--- config.mk ---
export PLATFORM = sky130hd
export DESIGN_NAME = pps_outq
export DESIGN_NICKNAME = d
export VERILOG_FILES = /design/src/rtl/pps_pkg.sv /design/src/rtl/pps_outq.sv
export SDC_FILE = /design/constraint.sdc
export NUM_CORES = 1
export LEC_CHECK = 0
export ABC_CLOCK_PERIOD_IN_PS = 20300
export BUFFER_PORTS_ARGS = -buffer_cell sky130_fd_sc_hd__buf_4
export CAP_MARGIN = 20
export CORE_AREA = 2 2 131 133
export CTS_BUF_LIST = sky130_fd_sc_hd__clkbuf_4
export DETAILED_ROUTE_END_ITERATION = 16
export DIE_AREA = 0 0 133 135
export MAX_ROUTING_LAYER = met4
export PLACE_DENSITY = 0.86
export REMOVE_ABC_BUFFERS = 1
export SYNTH_ARGS = -nofsm -noshare
export SYNTH_HDL_FRONTEND = slang
export SYNTH_SLANG_ARGS = --single-unit
export TNS_END_PERCENT = 5
--- constraint.sdc ---
create_clock -name clk -period 20.3 [get_ports clk]
set_clock_uncertainty 0.2 [all_clocks]
set_input_delay 4.06 -clock clk [delete_from_list [all_inputs] [get_ports clk]]
set_output_delay 4.06 -clock clk [all_outputs]
set_load 0.005 [all_outputs]
--- src/rtl/pps_pkg.sv ---
// Package for the point-to-plane projection unit.
// Holds the payload structs and the datapath width constants.
// No dependencies.
`timescale 1ns / 1ps
`default_nettype none

package pps_pkg;

  // Multiplier operand limbs and widths.
  localparam int MUL_LIMB = 34;
  localparam int MUL_A_W  = 3 * MUL_LIMB;
  localparam int MUL_B_W  = 2 * MUL_LIMB;
  localparam int MUL_P_W  = MUL_A_W + MUL_B_W;

  // Divider widths: numerator magnitude, divisor magnitude, quotient bits.
  localparam int NUM_W    = MUL_P_W;
  localparam int DEN_W    = 134;
  localparam int DIV_Q_W  = 36;

  // One input transfer: the point and three plane points.
  typedef struct packed {
    logic signed [31:0] px;
    logic signed [31:0] py;
    logic signed [31:0] pz;
    logic signed [31:0] ax;
    logic signed [31:0] ay;
    logic signed [31:0] az;
    logic signed [31:0] bx;
    logic signed [31:0] by_coord;
    logic signed [31:0] bz;
    logic signed [31:0] cx;
    logic signed [31:0] cy;
    logic signed [31:0] cz;
  } pps_in_t;

  // One result transfer: projected point and squared distance.
  typedef struct packed {
    logic signed [31:0] proj_x;
    logic signed [31:0] proj_y;
    logic signed [31:0] proj_z;
    logic        [31:0] dist_sq;
  } pps_out_t;

endpackage

`default_nettype wire

--- src/rtl/pps_outq.sv ---
// Two-entry result queue that decouples the pipeline from the consumer.
// Uses pps_out_t from pps_pkg.
`timescale 1ns / 1ps
`default_nettype none

module pps_outq import pps_pkg::*; (
  input  wire logic     clk,
  input  wire logic     rst_n,
  input  wire logic     push,
  input  wire pps_out_t din,
  output logic          space,
  output logic          out_valid,
  input  wire logic     out_ready,
  output pps_out_t      out_data
);

  pps_out_t   ent_r [2];
  logic       wr_ptr_r, rd_ptr_r;
  logic [1:0] cnt_r, cnt_nxt;
  logic       pop;

  // The pipeline may move whenever a slot is free or one leaves now.
  assign space     = (cnt_r != 2'd2) || out_ready;
  assign out_valid = (cnt_r != 2'd0);
  assign out_data  = ent_r[rd_ptr_r];
  assign pop       = out_valid && out_ready;

  always_comb begin
    cnt_nxt = cnt_r;
    unique case ({push, pop})
      2'b10:   cnt_nxt = cnt_r + 2'd1;
      2'b01:   cnt_nxt = cnt_r - 2'd1;
      default: cnt_nxt = cnt_r;
    endcase
  end

  // Pointers and fill count.
  always_ff @(posedge clk) begin
    if (!rst_n) begin
      wr_ptr_r <= 1'b0;
      rd_ptr_r <= 1'b0;
      cnt_r    <= 2'd0;
    end else begin
      if (push) wr_ptr_r <= ~wr_ptr_r;
      if (pop)  rd_ptr_r <= ~rd_ptr_r;
      cnt_r <= cnt_nxt;
    end
  end

  // Entry storage.
  always_ff @(posedge clk) begin
    if (push) begin
      ent_r[wr_ptr_r] <= din;
    end
  end

  a_no_overflow: assert property (@(posedge clk) disable iff (!rst_n)
    push && (cnt_r == 2'd2) |-> out_ready)
    else $error("result pushed into a full queue");

  a_cnt_range: assert property (@(posedge clk) disable iff (!rst_n)
    cnt_r != 2'd3)
    else $error("queue count out of range");

  a_ptr_gap: assert property (@(posedge clk) disable iff (!rst_n)
    ((cnt_r == 2'd1) == (wr_ptr_r != rd_ptr_r)))
    else $error("queue pointers disagree with count");

endmodule

`default_nettype wire

==> results of run 1 <==
==> registers in the layout (all words and copies together), names as in the netlist, named ones only <==
| register | cells |
|---|---|
| ent_r | 256 |
| cnt_r | 2 |
| rd_ptr_r | 1 |
| wr_ptr_r | 1 |
==> synth_stat cells <==
cell / number
or3_1: 1
xnor2_1: 3
buf_2: 12
nor2_1: 2
nand2_1: 1
edfxtp_1: 256
a21boi_1: 1
or2_2: 1
dfxtp_1: 5
buf_4: 2
nor2b_1: 3
o21a_1: 2
mux2_2: 128
o21ai_0: 1
ha_1: 1
and2_1: 2
inv_1: 1
==> cells by family (layout without fill, tap and decap cells) <==
kind of cell / after synthesis / after routing
AOI/OAI and AO/OA: 4 / 4
xor gates and xnor gates: 3 / 3
adders and majority gates: 1 / 1
buffers and inverters: 15 / 375
DFF: 261 / 261
muxes: 128 / 128
other: 0 / 1
and+or+nand+nor: 10 / 10
==> per-layer routing <==
metal  up-vias  GRT usage
li1       2341          -
met4         0     0.0890
met5         -          -
met3        40     0.0661
met2       246      0.364
met1      2475      0.232
==> worst max path at each step <==
stage | from | end | slack [ps] | depth (start not counted)
finish | out_ready | space | 11570 | 4
global route | out_ready | space | 11560 | 4
CTS | out_ready | space | 11570 | 4
detailed placement | out_ready | space | 11560 | 4
global placement | out_ready | space | 11580 | 4
floorplan | push | ent_r[0][0]$_DFFE_PP_ | 9970 | 2
==> power by group through the flow <==
stage,registers (W),logic [W],clock network (W)
after CTS,0.000653,0.000275,0.000391
after global routing,0.000657,0.000289,0.000416
after floorplan,0.000671,0.000132,0
after detailed placement,0.000665,0.000272,0
final,0.000653,0.000273,0.000379
after global placement,0.000661,0.000266,0
==> metrics by stage <==
stage | setup WS [ps] | power [W] | hold slack (ps)
floorplan | 9970 | 0.000803 | 278
global placement | 11580 | 0.000927 | 308
detailed placement | 11560 | 0.000937 | 347
CTS | 11570 | 0.00132 | 369
global route | 11560 | 0.00136 | 431
finish | 11570 | 0.00131 | 379
==> final cells by class <==
cell class / instances / area share
well taps: 220 / 0.0223
diodes: 1 / 0.000202
inverters: 1 / 0.000304
clock buffers: 83 / 0.0504
flip-flops and latches: 261 / 0.630
clock inverters: 26 / 0.00810
repair buffers: 265 / 0.161
multi-input cells: 146 / 0.127
==> critical path, cell delays in order <==
cell,delay (ps)
buf_4,120
nor2_1,80
nand2_1,70
buf_4,140
==> impl_metrics.py, run 1 <==
metrics = {
    "grt": {
        "antenna_found_initial": 1,
        "grt-ovfl-total": 0,
        "grt_pass1_vias": 5568,
        "grt_pass1_wl_um": 28200,
        "grt_usage": 0.213,
        "grt_max_degree": 73,
    },
    "die": {
        "core-area_um2": 16400,
        "die_w_um": 133,
        "die_h_um": 135,
        "die-area_um2": 18000,
        "start_util": 0.575,
        "io_pins": 262,
        "num_rows": 47,
    },
    "power": {
        "peakVddDrop_mv": 0.0660,
        "netSwitchingFraction": 0.245,
        "seqPwrFrac": 0.500,
        "p_leak_nw": 4.66,
        "power_density_nw_per_um2": 106,
        "pwr-share-clk": 0.290,
        "p_switching_w": 0.000320,
        "internal_power_w": 0.000985,
        "pwr-share-comb": 0.209,
    },
    "cells_and_area": {
        "final_util": 0.753,
        "layout_common_cells": "buf_4, edfxtp_1, mux2_2",
        "syn2layout_area_growth_pct": 31.1,
        "nNetsFinal": 869,
        "design_area_um2": 12400,
        "fillers": 927,
        "ff_latch_area_um2": 7790,
        "fin_cells": 1003,
        "drive_gt1_frac": 0.616,
        "final_common_cell": "buf_4",
        "multi_input_area_um2": 1570,
    },
    "routing": {
        "topRoutingLayerUsed": "met4",
        "drtIter0Drc": 272,
        "ant_nets": 0,
        "firstDrtPassIters": 5,
        "routed-via-count": 5102,
        "wl_um": 19100,
        "wl_met3_um": 1570,
        "drc": 0,
        "met2WireLength_um": 10000,
        "drt-met1-wl_um": 7010,
        "viasPerCell": 5.09,
        "routedWlPerCell_um": 19.1,
    },
    "worst_setup_path": {
        "r2r_start": "wr_ptr_r$_SDFFE_PN0P_",
        "critPathCaptureType": "output port",
        "r2r-end": "ent_r[1][117]$_DFFE_PP_",
        "crit_path_max_fanout": 2,
        "crit_type": "input port to output port",
        "worstPathRequired_ps": 16040,
        "r2r_cells": 2,
        "r2r_slack_ps": 17690,
        "start_kind": "input port",
        "arrival_ps": 4470,
    },
    "yosys": {
        "synth-xor-area-share": 0.00279,
        "yosysWarnings": 0,
        "synth_top_cell_area_share": 0.815,
        "synthMuxAreaShare": 0.153,
        "synth_seq_cells": 261,
        "syn_inst": 422,
        "synthSimpleGateAreaFrac": 0.00584,
        "syn_area_per_cell_um2": 22.3,
        "synth_area_leaders": "edfxtp_1, mux2_2, dfxtp_1, buf_2, xnor2_1",
        "synth_top_area_cell": "edfxtp_1",
        "synth_top_family_by_area": "multiplexers",
        "synthesis.area_um2": 9430,
        "synth_compound_area_frac": 0.00292,
        "seq_area_frac_synth": 0.826,
        "ys_types": 17,
        "synth_adder_area_share": 0.00133,
    },
    "cts": {
        "clk_pin_slew_ps": 70,
        "cts_setup_buffers": 0,
        "numCtsBuffers": 61,
        "cts_sinks": 261,
        "htree_levels": 2,
        "cts_tree": "built",
        "clk_latency_ps": 630,
        "hold_buffers": 0,
        "clockBufferDepth": 3,
        "cts_root_buf": "clkbuf_4",
        "cts_resized": 0,
    },
    "timing": {
        "rsz0062_at_grt": "false",
        "final.setup.tns_ps": 0,
        "relSlewSlack": 0.372,
        "setup_violations": 0,
        "max_freq_mhz": 115,
        "fin_crit_sh": 0.430,
        "report.final.slew_viol_count": 0,
        "min_period_ps": 8730,
        "hold_viol": 0,
        "worst_pin_slew_ps": 942,
    },
    "run_status": {
        "status": "complete, no violations",
    },
    "worst_hold_path": {
        "hold_class": "flop to flop",
        "hold_path_startpoint": "cnt_r[1]$_SDFFE_PN0P_",
        "worstHoldPathCells": 2,
        "min_to": "cnt_r[1]$_SDFFE_PN0P_",
    },
    "run": {
        "maxCapViolCount": 0,
    },
    "placed_design": {
        "port_buffers": 261,
        "place_hpwl_um": 12400,
        "dp.cells": 893,
        "gp_congestion": 0.732,
        "post_dp_cell_area_um2": 11600,
    },
}
(Power assumes the default switching activity.)
==> run 2: changes to the inputs <==
ABC_AREA = 1   (was unset)
ABC_CLOCK_PERIOD_IN_PS = 7600   (was 20300)
CORE_AREA = 2 2 143 145   (was 2 2 131 133)
DIE_AREA = 0 0 145 147   (was 0 0 133 135)
PLACE_DENSITY = 0.78   (was 0.86)
clock period = 7.6 ns   (was 20.3 ns; I/O delays follow)
==> impl_metrics.py, run 2 <==
metrics = {
    "yosys": {
        "synth_adder_area_share": 0.00131,
        "syn_inst": 435,
        "synth_compound_area_frac": 0.00157,
        "synth_top_cell_area_share": 0.805,
        "ys_top_cells_by_count": "edfxtp_1, mux2_2, nor2_1",
        "syn_area_per_cell_um2": 21.9,
        "synth_top_family_by_area": "multiplexers",
        "ys_types": 13,
        "synth-edff-count": 256,
        "synthesis.area_um2": 9540,
        "synth_top_area_cell": "edfxtp_1",
        "synthSimpleGateAreaFrac": 0.00878,
        "synth_seq_cells": 261,
        "synth_area_leaders": "edfxtp_1, mux2_2, clkbuf_8, dfxtp_1, buf_6",
        "ys.flop_type": "edfxtp_1",
        "async_flop_share": 0,
        "yosysWarnings": 0,
        "synth-xor-area-share": 0,
        "yosysMostFrequentCell": "edfxtp_1",
        "synthMuxAreaShare": 0.151,
        "seq_area_frac_synth": 0.816,
    },
    "die": {
        "io_pins": 262,
        "die_w_um": 145,
        "num_rows": 52,
        "core-area_um2": 19800,
        "start_util": 0.481,
        "die-area_um2": 21300,
        "die_h_um": 147,
    },
    "cells_and_area": {
        "final_util": 0.633,
        "regMostFlops": "ent_r",
        "drive_gt1_frac": 0.630,
        "syn2layout_area_growth_pct": 31.6,
        "multi_input_area_um2": 1560,
        "fillers": 1407,
        "ff_latch_area_um2": 7790,
        "nNetsFinal": 889,
        "final_common_cell": "buf_4",
        "largest_reg_flops": 256,
        "largestRegisters": "ent_r (256), cnt_r (2)",
        "layout_common_cells": "buf_4, edfxtp_1, mux2_2",
        "diodes": 0,
    },
    "routing": {
        "topRoutingLayerUsed": "met4",
        "wl_um": 18800,
        "drt-met1-wl_um": 7230,
        "wl_met3_um": 1530,
        "routedWlPerCell_um": 17.7,
        "drtIter0Drc": 209,
        "viasPerCell": 4.85,
        "met2WireLength_um": 9570,
        "drc": 0,
        "routed-via-count": 5160,
        "ant_nets": 0,
        "firstDrtPassIters": 4,
    },
    "placed_design": {
        "gp_congestion": 0.785,
        "port_buffers": 261,
        "place_hpwl_um": 12100,
        "post-place-ws_ps": 3520,
    },
    "timing": {
        "worst_pin_slew_ps": 1040,
        "rsz0062_at_grt": "false",
        "fin_crit_sh": 0.543,
        "final.setup.tns_ps": 0,
        "setup_violations": 0,
        "relSlewSlack": 0.309,
        "hold_viol": 0,
        "min_period_ps": 4130,
        "setup_ws_ps": 3470,
        "report.final.slew_viol_count": 0,
        "max_freq_mhz": 242,
    },
    "grt": {
        "grt-ovfl-total": 0,
        "grt_pass1_wl_um": 28900,
        "grt_pass1_vias": 5820,
        "grt_max_degree": 84,
        "grt_usage": 0.179,
        "antenna_found_initial": 0,
    },
    "worst_setup_path": {
        "critPathCaptureType": "output port",
        "cpMostUsedCell": "buf_4",
        "arrival_ps": 2410,
        "crit_path_max_fanout": 46,
        "crit_chain": "buf_4 -> mux2_2 -> buf_4",
        "start_kind": "flop",
        "worstPathRequired_ps": 5880,
        "cpPeakStageDelay_ps": 580,
        "crit_family": "buffers and inverters",
        "crit_type": "flop to output port",
        "crit_buf_inv": 2,
        "crit_path_top_delay_cell": "dfxtp_4",
    },
    "power": {
        "p_leak_nw": 4.79,
        "power_density_nw_per_um2": 261,
        "peakVddDrop_mv": 0.182,
    },
    "cts": {
        "clockBufferDepth": 3,
        "numCtsBuffers": 67,
        "htree_levels": 3,
        "cts_setup_buffers": 0,
        "hold_buffers": 0,
        "cts_tree": "built",
        "cts_resized": 0,
        "clk_latency_ps": 630,
        "clk_pin_slew_ps": 60,
        "cts_sinks": 261,
        "cts_root_buf": "clkbuf_4",
    },
    "run": {
        "maxCapViolCount": 0,
    },
    "worst_hold_path": {
        "hold_class": "flop to flop",
    },
    "run_status": {
        "status": "complete, no violations",
    },
}
==> run 2: changes by cell type in the layout (fill, tap and decap cells not counted), moves of 5 or more <==
cell      previous run  this run
inv_1                1         6
clkinv_1            24         4
nor2_1               1         9
nand2_1              1         8
clkbuf_4            83        99
==> run 2: worst reg2reg max path, stage by stage (launching register included) <==
cell and delay, ps:
dfxtp_1 400, nand2_1 130, inv_4 540, buf_4 880
==> run 2: path summary, 6_finish.rpt <==
check | cells past startpoint | end | from | slack [ps]
max | 3 | out_data[101] | flop | 3470
min | 2 | rd_ptr_r$_SDFFE_PN0P_ | rd_ptr_r$_SDFFE_PN0P_ | 320
max reg2reg | 3 | ent_r[1][4]$_DFFE_PP_ | wr_ptr_r$_SDFFE_PN0P_ | 4960
min reg2reg | 2 | rd_ptr_r$_SDFFE_PN0P_ | rd_ptr_r$_SDFFE_PN0P_ | 320
==> run 2: stage by stage <==
step	instance area, µm²	power [W]	std cells	hold WS, ps
6_report	12600	0.00327	1065	316
5_1_grt	12600	0.00342	1065	353
4_1_cts	12500	0.00332	1064	315
3_5_place_dp	11700	0.00214	956	299
3_3_place_gp	11700	0.00212	956	270
2_1_floorplan	9370	0.00192	421	252
==> run 2: logic make-up (layout without fill, tap and decap cells) <==
group,count (synthesis),count (layout)
multiplexers,128,128
adder cells (fa/ha/maj),1,1
AO/OA/AOI/OAI,3,3
AND/OR/NAND/NOR,21,21
flip-flops,261,261
buffers and inverters,21,381
==> run 2: area by class of cell <==
type,count,share of cell area
clock buffer,99,0.0592
clock inverter,9,0.00687
inverter,7,0.00229
multi-input combinational,153,0.124
sequential,261,0.620
tap,270,0.0269
timing repair buffer,266,0.161
==> run 2: power by group <==
part	internal, W	leakage, nW	total (W)	switching [W]
Combinational	0.000241	1.84	0.000411	0.000171
Sequential	0.00167	2.44	0.00170	0.0000264
Clock	0.000657	0.503	0.00117	0.000509
==> run 2: routing by layer <==
metal,up-vias,global-route usage
met1,2494,0.192
met3,42,0.0630
li1,2387,-
met2,237,0.295
met4,0,0.0911
met5,-,-
==> run 3: changes to the inputs <==
ABC_CLOCK_PERIOD_IN_PS = 3600   (was 7600)
clock period = 3.6 ns   (was 7.6 ns; I/O delays follow)
==> impl_metrics.py, run 3 (synthesis results as in run 2) <==
metrics = {
    "die": {
        "core-area_um2": 19800,
        "die_h_um": 147,
        "num_rows": 52,
        "io_pins": 262,
        "die-area_um2": 21300,
        "die_w_um": 145,
        "start_util": 0.481,
    },
    "timing": {
        "max_freq_mhz": 300,
        "hold_viol": 0,
        "worst_pin_slew_ps": 586,
        "setup_ws_ps": 272,
        "report.final.slew_viol_count": 0,
        "min_period_ps": 3330,
        "relSlewSlack": 0.609,
        "fin_crit_sh": 0.924,
        "rsz0062_at_grt": "false",
        "setup_violations": 0,
    },
    "cells_and_area": {
        "regMostFlops": "ent_r",
        "syn2layout_area_growth_pct": 34.2,
        "final_common_cell": "buf_4",
        "nNetsFinal": 909,
        "layout_common_cells": "buf_4, edfxtp_1, mux2_2",
        "design_area_um2": 12800,
        "largest_reg_flops": 256,
        "diodes": 0,
        "fillers": 1368,
        "drive_gt1_frac": 0.619,
        "largestRegisters": "ent_r (256), cnt_r (2)",
    },
    "cts": {
        "cts_root_buf": "clkbuf_4",
        "htree_levels": 3,
        "clockBufferDepth": 3,
        "clk_pin_slew_ps": 70,
        "cts_sinks": 261,
        "cts_tree": "built",
        "clk_latency_ps": 630,
        "cts_setup_buffers": 0,
        "numCtsBuffers": 68,
    },
    "worst_setup_path": {
        "start_kind": "flop",
        "crit_path_top_delay_cell": "dfxtp_4",
        "cpPeakStageDelay_ps": 660,
        "r2r-end": "ent_r[1][111]$_DFFE_PP_",
        "crit_buf_inv": 2,
        "cp-endpoint": "out_data[82]",
        "crit_path_max_fanout": 36,
        "worstPathRequired_ps": 2680,
        "crit_family": "flip-flops",
        "r2r_start": "wr_ptr_r$_SDFFE_PN0P_",
        "crit_chain": "buf_4 -> mux2_2 -> buf_4",
        "r2r_slack_ps": 1780,
        "critPathCaptureType": "output port",
        "cp.depth": 3,
        "crit_type": "flop to output port",
        "r2r_cells": 3,
        "arrival_ps": 2410,
        "cpMostUsedCell": "buf_4",
    },
    "placed_design": {
        "post-place-ws_ps": 940,
        "post_dp_cell_area_um2": 11800,
        "place_hpwl_um": 12700,
        "port_buffers": 261,
        "gp_congestion": 0.800,
    },
    "grt": {
        "antenna_found_initial": 0,
        "grt_max_degree": 59,
        "grt-ovfl-total": 0,
        "grt_usage": 0.182,
        "grt_pass1_vias": 5855,
        "grt_pass1_wl_um": 29300,
    },
    "run_status": {
        "status": "complete, no violations",
    },
    "routing": {
        "routed-via-count": 5262,
        "ant_nets": 0,
        "routedWlPerCell_um": 18.0,
        "wl_um": 19400,
        "drc": 0,
        "viasPerCell": 4.87,
        "drtIter0Drc": 303,
        "firstDrtPassIters": 4,
    },
    "power": {
        "power.total_w": 0.00698,
        "power_density_nw_per_um2": 545,
        "peakVddDrop_mv": 0.340,
        "p_leak_nw": 4.88,
    },
    "run": {
        "maxCapViolCount": 0,
    },
    "worst_hold_path": {
        "hold_class": "input port to flop",
    },
}
run 3: worst min-delay path by stage:
stage,startpoint,endpoint,slack (ps),cells after the start
after floorplan,rd_ptr_r$_SDFFE_PN0P_,flop,250,2
after global placement,rd_ptr_r$_SDFFE_PN0P_,rd_ptr_r$_SDFFE_PN0P_,270,2
after detailed placement,rd_ptr_r$_SDFFE_PN0P_,rd_ptr_r$_SDFFE_PN0P_,310,2
after CTS,din[83],ent_r[0][83]$_DFFE_PP_,1,1
after global routing,din[49],ent_r[1][49]$_DFFE_PP_,-5,1
final,din[39],ent_r[1][39]$_DFFE_PP_,60,1
run 3: final cells by class:
cell class	instances	area, µm²	share of cell area
tap	270	338	0.0264
clock inverter	7	106	0.00831
timing repair buffer	285	2240	0.175
multi-input combinational	153	1560	0.122
inverter	7	28.8	0.00225
clock buffer	98	736	0.0575
sequential	261	7790	0.608
run 3: what timing repair did:
action	in CTS	in global routing
endpoints found under the hold margin	1	27
hold buffers	1	16
resized for setup	0	0
run 3: power breakdown:
group | internal (W) | leakage (nW) | switching, W
clock | 0.00144 | 0.505 | 0.00107
sequential | 0.00352 | 2.44 | 0.0000628
combinational | 0.000527 | 1.93 | 0.000361
run 3: stage by stage:
step,hold slack (ps),cells,utilization,TNS (ps)
floorplan,252,421,-,-592810
global placement,274,959,0.594,0
detailed placement,314,959,0.594,0
CTS,1.16,1065,0.637,0
global route,-4.91,1081,0.645,0
finish,63.3,1081,0.645,0
run 3: layer usage:
metal / global-route usage / wire length [µm] / up-vias / part of all wire
li1: - / - / 2429 / -
met1: 0.194 / 7260 / 2514 / 0.37
met2: 0.299 / 9880 / 270 / 0.51
met3: 0.0668 / 1610 / 49 / 0.083
met4: 0.0985 / 662 / 0 / 0.034
met5: - / 0 / - / 0
